[src/design/cau_pkg.sv]
// Package holding the transaction types and operation codes of the complex arithmetic unit.
package cau_pkg;

	typedef enum logic [2:0] {
		CMD_ADD = 3'd0,
		CMD_SUB = 3'd1,
		CMD_MUL = 3'd2,
		CMD_DIV = 3'd3,
		CMD_EQ  = 3'd4,
		CMD_NE  = 3'd5
	} cmd_t;

	typedef struct packed {
		logic [2:0]         command;
		logic signed [31:0] a_re;
		logic signed [31:0] a_im;
		logic signed [31:0] b_re;
		logic signed [31:0] b_im;
	} in_item_t;

	typedef struct packed {
		logic signed [31:0] res_re;
		logic signed [31:0] res_im;
		logic               compare_true;
		logic               overflow;
		logic               divide_by_zero;
	} out_item_t;

endpackage

[src/design/cau_front.sv]
// Front end: accepts transactions, narrows their operands and queues them.
module cau_front #(
	parameter int WORD_BITS = 32,
	parameter int DEPTH_LOG = 2
) (
	input  logic              clk,
	input  logic              arst_n,
	input  logic              in_valid,
	output logic              in_ready,
	input  cau_pkg::in_item_t in_item,
	output logic              q_valid,
	input  logic              q_ready,
	output cau_pkg::in_item_t q_item
);
	import cau_pkg::*;

	localparam int DEPTH = 1 << DEPTH_LOG;

	in_item_t               mem_q [DEPTH];
	logic [DEPTH_LOG-1:0]   wr_q, rd_q;
	logic [DEPTH_LOG:0]     cnt_q;
	in_item_t               norm;
	logic                   push, pop;

	// Operands narrowed to the word and sign-extended; unused codes are passed on.
	always_comb begin
		norm = in_item;
		norm.a_re = 32'(signed'(in_item.a_re[WORD_BITS-1:0]));
		norm.a_im = 32'(signed'(in_item.a_im[WORD_BITS-1:0]));
		norm.b_re = 32'(signed'(in_item.b_re[WORD_BITS-1:0]));
		norm.b_im = 32'(signed'(in_item.b_im[WORD_BITS-1:0]));
	end

	assign in_ready = (cnt_q != (DEPTH_LOG+1)'(DEPTH));
	assign q_valid  = (cnt_q != '0);
	assign push     = in_valid && in_ready;
	assign pop      = q_valid && q_ready;
	assign q_item   = mem_q[rd_q];

	// Queue storage.
	always_ff @(posedge clk) begin
		if (push) begin
			mem_q[wr_q] <= norm;
		end
	end

	// Queue pointers and fill count.
	always_ff @(posedge clk or negedge arst_n) begin
		if (!arst_n) begin
			wr_q  <= '0;
			rd_q  <= '0;
			cnt_q <= '0;
		end else begin
			if (push) wr_q <= wr_q + 1'b1;
			if (pop)  rd_q <= rd_q + 1'b1;
			cnt_q <= cnt_q + (DEPTH_LOG+1)'(push) - (DEPTH_LOG+1)'(pop);
		end
	end

endmodule

[config.mk]
export PLATFORM = sky130hd
export DESIGN_NAME = cau_front
export DESIGN_NICKNAME = d
export VERILOG_FILES = /design/src/design/cau_pkg.sv /design/src/design/cau_front.sv
export SDC_FILE = /design/constraint.sdc
export NUM_CORES = 1
export LEC_CHECK = 0
export ABC_AREA = 0
export BUFFER_PORTS_ARGS = -buffer_cell sky130_fd_sc_hd__buf_2
export CAP_MARGIN = 20
export CORE_MARGIN = 5
export CORE_UTILIZATION = 50
export CTS_CLUSTER_DIAMETER = 80
export DETAILED_ROUTE_END_ITERATION = 6
export PLACE_DENSITY = 0.75
export RECOVER_POWER = 50
export SLEW_MARGIN = 20
export SYNTH_ARGS = -nofsm -noshare
export SYNTH_HDL_FRONTEND = slang
export SYNTH_SLANG_ARGS = --single-unit
[constraint.sdc]
create_clock -name clk -period 4.5 [get_ports clk]
set_input_delay 0.225 -clock clk [delete_from_list [all_inputs] [get_ports clk]]
set_output_delay 0.225 -clock clk [all_outputs]
set_load 0.02 [all_outputs]
Yosys cells after proc, flatten, opt, wreduce, memory -nomap -nowiden
Memory sizes are Yosys's and may differ from the RTL's.
Cells that the tools add are included.
{ "op_classes": {"add_sub_neg": 4, "reduce_logical": 3, "n_eq_ne": 1, "mux": 2} }
{ "ops": {"columns": ["op", "n"], "rows": [
  ["2-bit by 1-bit adder with 2-bit output (second input constant)", 2],
  ["3-bit by 1-bit adder with 3-bit output", 1],
  ["3-bit != test (second input constant)", 1],
  ["3-bit nonzero test", 1],
  ["3-bit by 1-bit subtractor with 3-bit output", 1],
  ["1-bit logical AND", 2],
  ["1-bit 2-to-1 mux", 2]
]} }
{ "word_totals": {"memories": 1, "register_bits": 7, "word_cells": 14, "ramBits": 524, "output_inout_bits": 133, "input_bits": 135} }
{ "memory_table": {"columns": ["name", "depth", "width", "rd", "rd_clocked_by_memory_dff", "write_ports", "line", "source"], "rows": [
  ["mem_q", 4, 131, 1, 0, 1, "cau_front.sv:19", "in_item_t mem_q [DEPTH];"]
]} }

Logic depth before layout (Yosys ltp)
{ "logic_depth": {"word_depth": 4, "ltp_mapped": 9, "ltp_nobuf": 9} }

Worst setup path before layout
Ideal clock, no wire load.
{ "synth_timing": {"path_kind": "register to register", "from": "register cnt_q[2]", "to": "memory mem_q[0][0] (netlist bit), enable pin", "required_time_ns": 3.993, "arrival_ns": 3.757, "path_buffers": 0, "setup_time_ns": 0.507, "setup_slack_ns": 0.236, "stages_incl_launch_ff": 3, "synth_period_minus_slack_ns": 4.264, "cell_sequence": "dfrtp_1 -> nor3b_1 -> and3b_1"} }
{ "synth_between": {"elab_chain_cells": 4} }
{ "synth_lines": {"columns": ["element", "line", "source"], "rows": [
  ["start: declaration", "cau_front.sv:21", "logic [DEPTH_LOG:0] cnt_q;"],
  ["start signal: assignment", "cau_front.sv:56", "cnt_q <= cnt_q + (DEPTH_LOG+1)'(push) - (DEPTH_LOG+1)'(pop);"],
  ["3-bit != test", "cau_front.sv:34", "assign in_ready = (cnt_q != (DEPTH_LOG+1)'(DEPTH));"],
  ["1-bit logical AND", "cau_front.sv:36", "assign push = in_valid && in_ready;"],
  ["1-bit 2-to-1 mux", "cau_front.sv:42", "if (push) begin"],
  ["1-bit 2-to-1 mux (implied by the code)", "cau_front.sv:43", "mem_q[wr_q] <= norm;"],
  ["end: declaration", "cau_front.sv:19", null]
]} }
Every way passes these cells.

==> results.md <==
- Status: finished with violations
- Violated checks: max-capacitance violations, max-slew violations
- Layout cells sized above 1: 0.293
- RSZ-0062 raised after global routing: false
- Grt ovf: 0
- Final critical-path share of the clock period: 0.688
- CP Launch Type: flop
- Detail Route Antenna Nets: 0
- Vias in the first global route: 10260
- Reg2reg start: cnt_q[2]
- Syn Inst Count: 726
- Post-CTS Setup Inserts: 0
- Crit Path Category: reg -> out
- Final min period: 3.10 ns
- Largest net degree at the start of global routing: 91
- Drt total wl: 39.3 mm
- Arrival @ worst endpoint: 2.87 ns
- M1 GR Usage: 0.236
- R2R Path End: mem_q[3][18]
- Die Y: 207 um
- Slew Limit Fails: 27
- Dpl hpwl: 22.4 mm
- GPL Wtd Cong: 0.734
- Filler cells: 2606
- Max-cap violations: 1
- Starting Density: 0.503
- Core ar.: 38500 sq um
- Most frequent cells in the layout: 524 x edfxtp_1, 140 x clkbuf_1, 134 x dlygate4sd3_1, 134 x buf_2, 131 x mux4_2
- CP endpoint kind: output pin
- PwrDens: 666 nW/um^2
- Drt via density: 5.35
- Worst-Skew Late Latency: 0.58 ns
- Final Hold Vio Count: 0
- Post-Syn Area: 19300 sq um
- TritonCTS clock tree: done
- Area Overhead vs Synth: 25.0%
- Routed wire per std cell: 22.8 um
- # clock sinks: 531
- Syn Area/Cell: 26.6 sq um
- Max FO, Critical Path: 72
- Setup TNS: 0 ns
- Reg clk slew, reported paths: 0.06 ns
- Leakage: 8.01 nW
- FF+latch area: 15900 sq um
- Met2 Use GR: 0.318
- Clock root cell: clkbuf_16
- Unique cell type count in the Yosys netlist: 20
- Slew at the pin with the worst max-slew slack: 1.61 ns
- Initial DRC count: 663
- Yosys warns: 0
- Die area: 42700 sq um
- Global Route met3 Usage: 0.0498
- Via count: 9233
- Total Routing Usage GR: 0.185
- Synthesized flop and latch total: 531
- Drt drc: 0
- Worst R2R Path Depth: 3
- # H-tree levels: 2
- Cts bufs inserted: 53
- Max IR drop VDD: 0.000496 V
- Seq/Total Area, Yosys: 0.822
- Synthesized net count: 868
- Antenna violations before repair: 4
- Max Fclk: 323 MHz
- Setup slack, reg-to-reg: 1.55 ns
- Nets: 1310
- First-pass DRT Iterations: 5
- HP Class: in -> async
- Placement Rows: 72
- Max Clock Skew: 0.00960 ns
- Multi-input gate area: 3210 sq um
- Hold WS: 0.104 ns
- Top Usage Layer GRT: met2
- Worst Path Required: 4.28 ns
- Port Buffers: 267
- Io pins: 268
- Die width: 207 um
- CTS Buffer Depth: 3
- Worst rel slew slack: -0.0706
- Final setup fails: 0
- First-pass GRT wire length: 59.4 mm
- Leading cell type in the layout, fill and taps excluded: edfxtp_1
-- sequential cells by signal, indices dropped and copies added (netlist names) --
signal / flops
rd_q: 2
cnt_q: 3
wr_q: 2
mem_q: 524
-- per-layer routing --
metal  part of all wire  wire length (um)
met2               0.51             20200
met3              0.074              2920
met1               0.39             15300
met4              0.023               884
met5            0.00018                 7
-- power breakdown --
| part | total [mW] | switching, mW | internal (mW) | leakage [nW] |
|---|---|---|---|---|
| registers | 6.86 | 0.347 | 6.52 | 4.88 |
| clock network | 4.22 | 1.73 | 2.49 | 0.815 |
| logic | 5.03 | 3.00 | 2.03 | 2.32 |
| total | 16.1 | 5.07 | 11.0 | 8.01 |
-- Yosys cell counts --
master,instances,area (sq um)
buf_2,16,80.1
or3_1,1,6.26
fa_1,1,20.0
buf_6,9,101
and3b_1,4,35.0
xnor2_1,3,26.3
nand2_1,1,3.75
ha_1,6,75.1
o31a_1,1,8.76
nand2b_1,4,25.0
xor2_1,1,8.76
o211ai_1,2,15.0
inv_1,6,22.5
dfrtp_1,7,175
edfxtp_1,524,15700
o311ai_0,1,8.76
nor3b_1,1,7.51
nand4bb_1,2,22.5
mux4_2,131,2950
clkbuf_1,5,18.8
-- timing repair --
action                    in CTS  in global routing
gates resized for setup        0                  0
hold endpoints to repair     534                  0
hold buffers                 134                  0
-- cells by family after synthesis --
logic type,synth area share
muxes,0.153
xor gates and xnor gates,0.00181
and+or+nand+nor,0.00517
buffers and inverters,0.0115
adders and majority gates,0.00492
AOI/OAI and AO/OA,0.00168
DFF,0.822
-- critical path, cell delays in order, from the launching register on --
cell and delay, ns:
dfrtp_1 0.88, buf_12 0.53, mux4_2 0.62, buf_2 0.18
-- how the worst max path moves through the flow --
stage               slack (ns)     start  cells past startpoint          end
floorplan                 0.24  cnt_q[2]                      2  mem_q[0][0]
global placement          2.01  cnt_q[1]                      9     cnt_q[2]
detailed placement        1.91  cnt_q[1]                      9     cnt_q[2]
CTS                       1.53   rd_q[1]                      3   q_item[72]
global route              1.15   rd_q[0]                      3   q_item[73]
finish                    1.40   rd_q[0]                      3   q_item[52]
-- final cells by class --
cell class	instances	share of cell area
clock inverter	30	0.0112
inverter	6	0.000931
multi-input combinational	159	0.133
timing repair buffer	417	0.112
antenna	3	0.000310
tap	518	0.0268
sequential	531	0.658
clock buffer	62	0.0580
-- through the flow --
| step | worst slack [ns] | util | power (mW) | cells | area [sq um] |
|---|---|---|---|---|---|
| finish | 1.40 | 0.629 | 16.1 | 1726 | 24200 |
| global route | 1.15 | 0.629 | 16.9 | 1726 | 24200 |
| CTS | 1.53 | 0.633 | 16.4 | 1723 | 24400 |
| detailed placement | 1.91 | 0.555 | 12.0 | 1497 | 21300 |
| global placement | 2.01 | 0.555 | 11.9 | 1497 | 21300 |
| floorplan | 0.236 | - | 10.4 | 726 | 19300 |
Note: power is estimated with default switching activity, not from simulation.
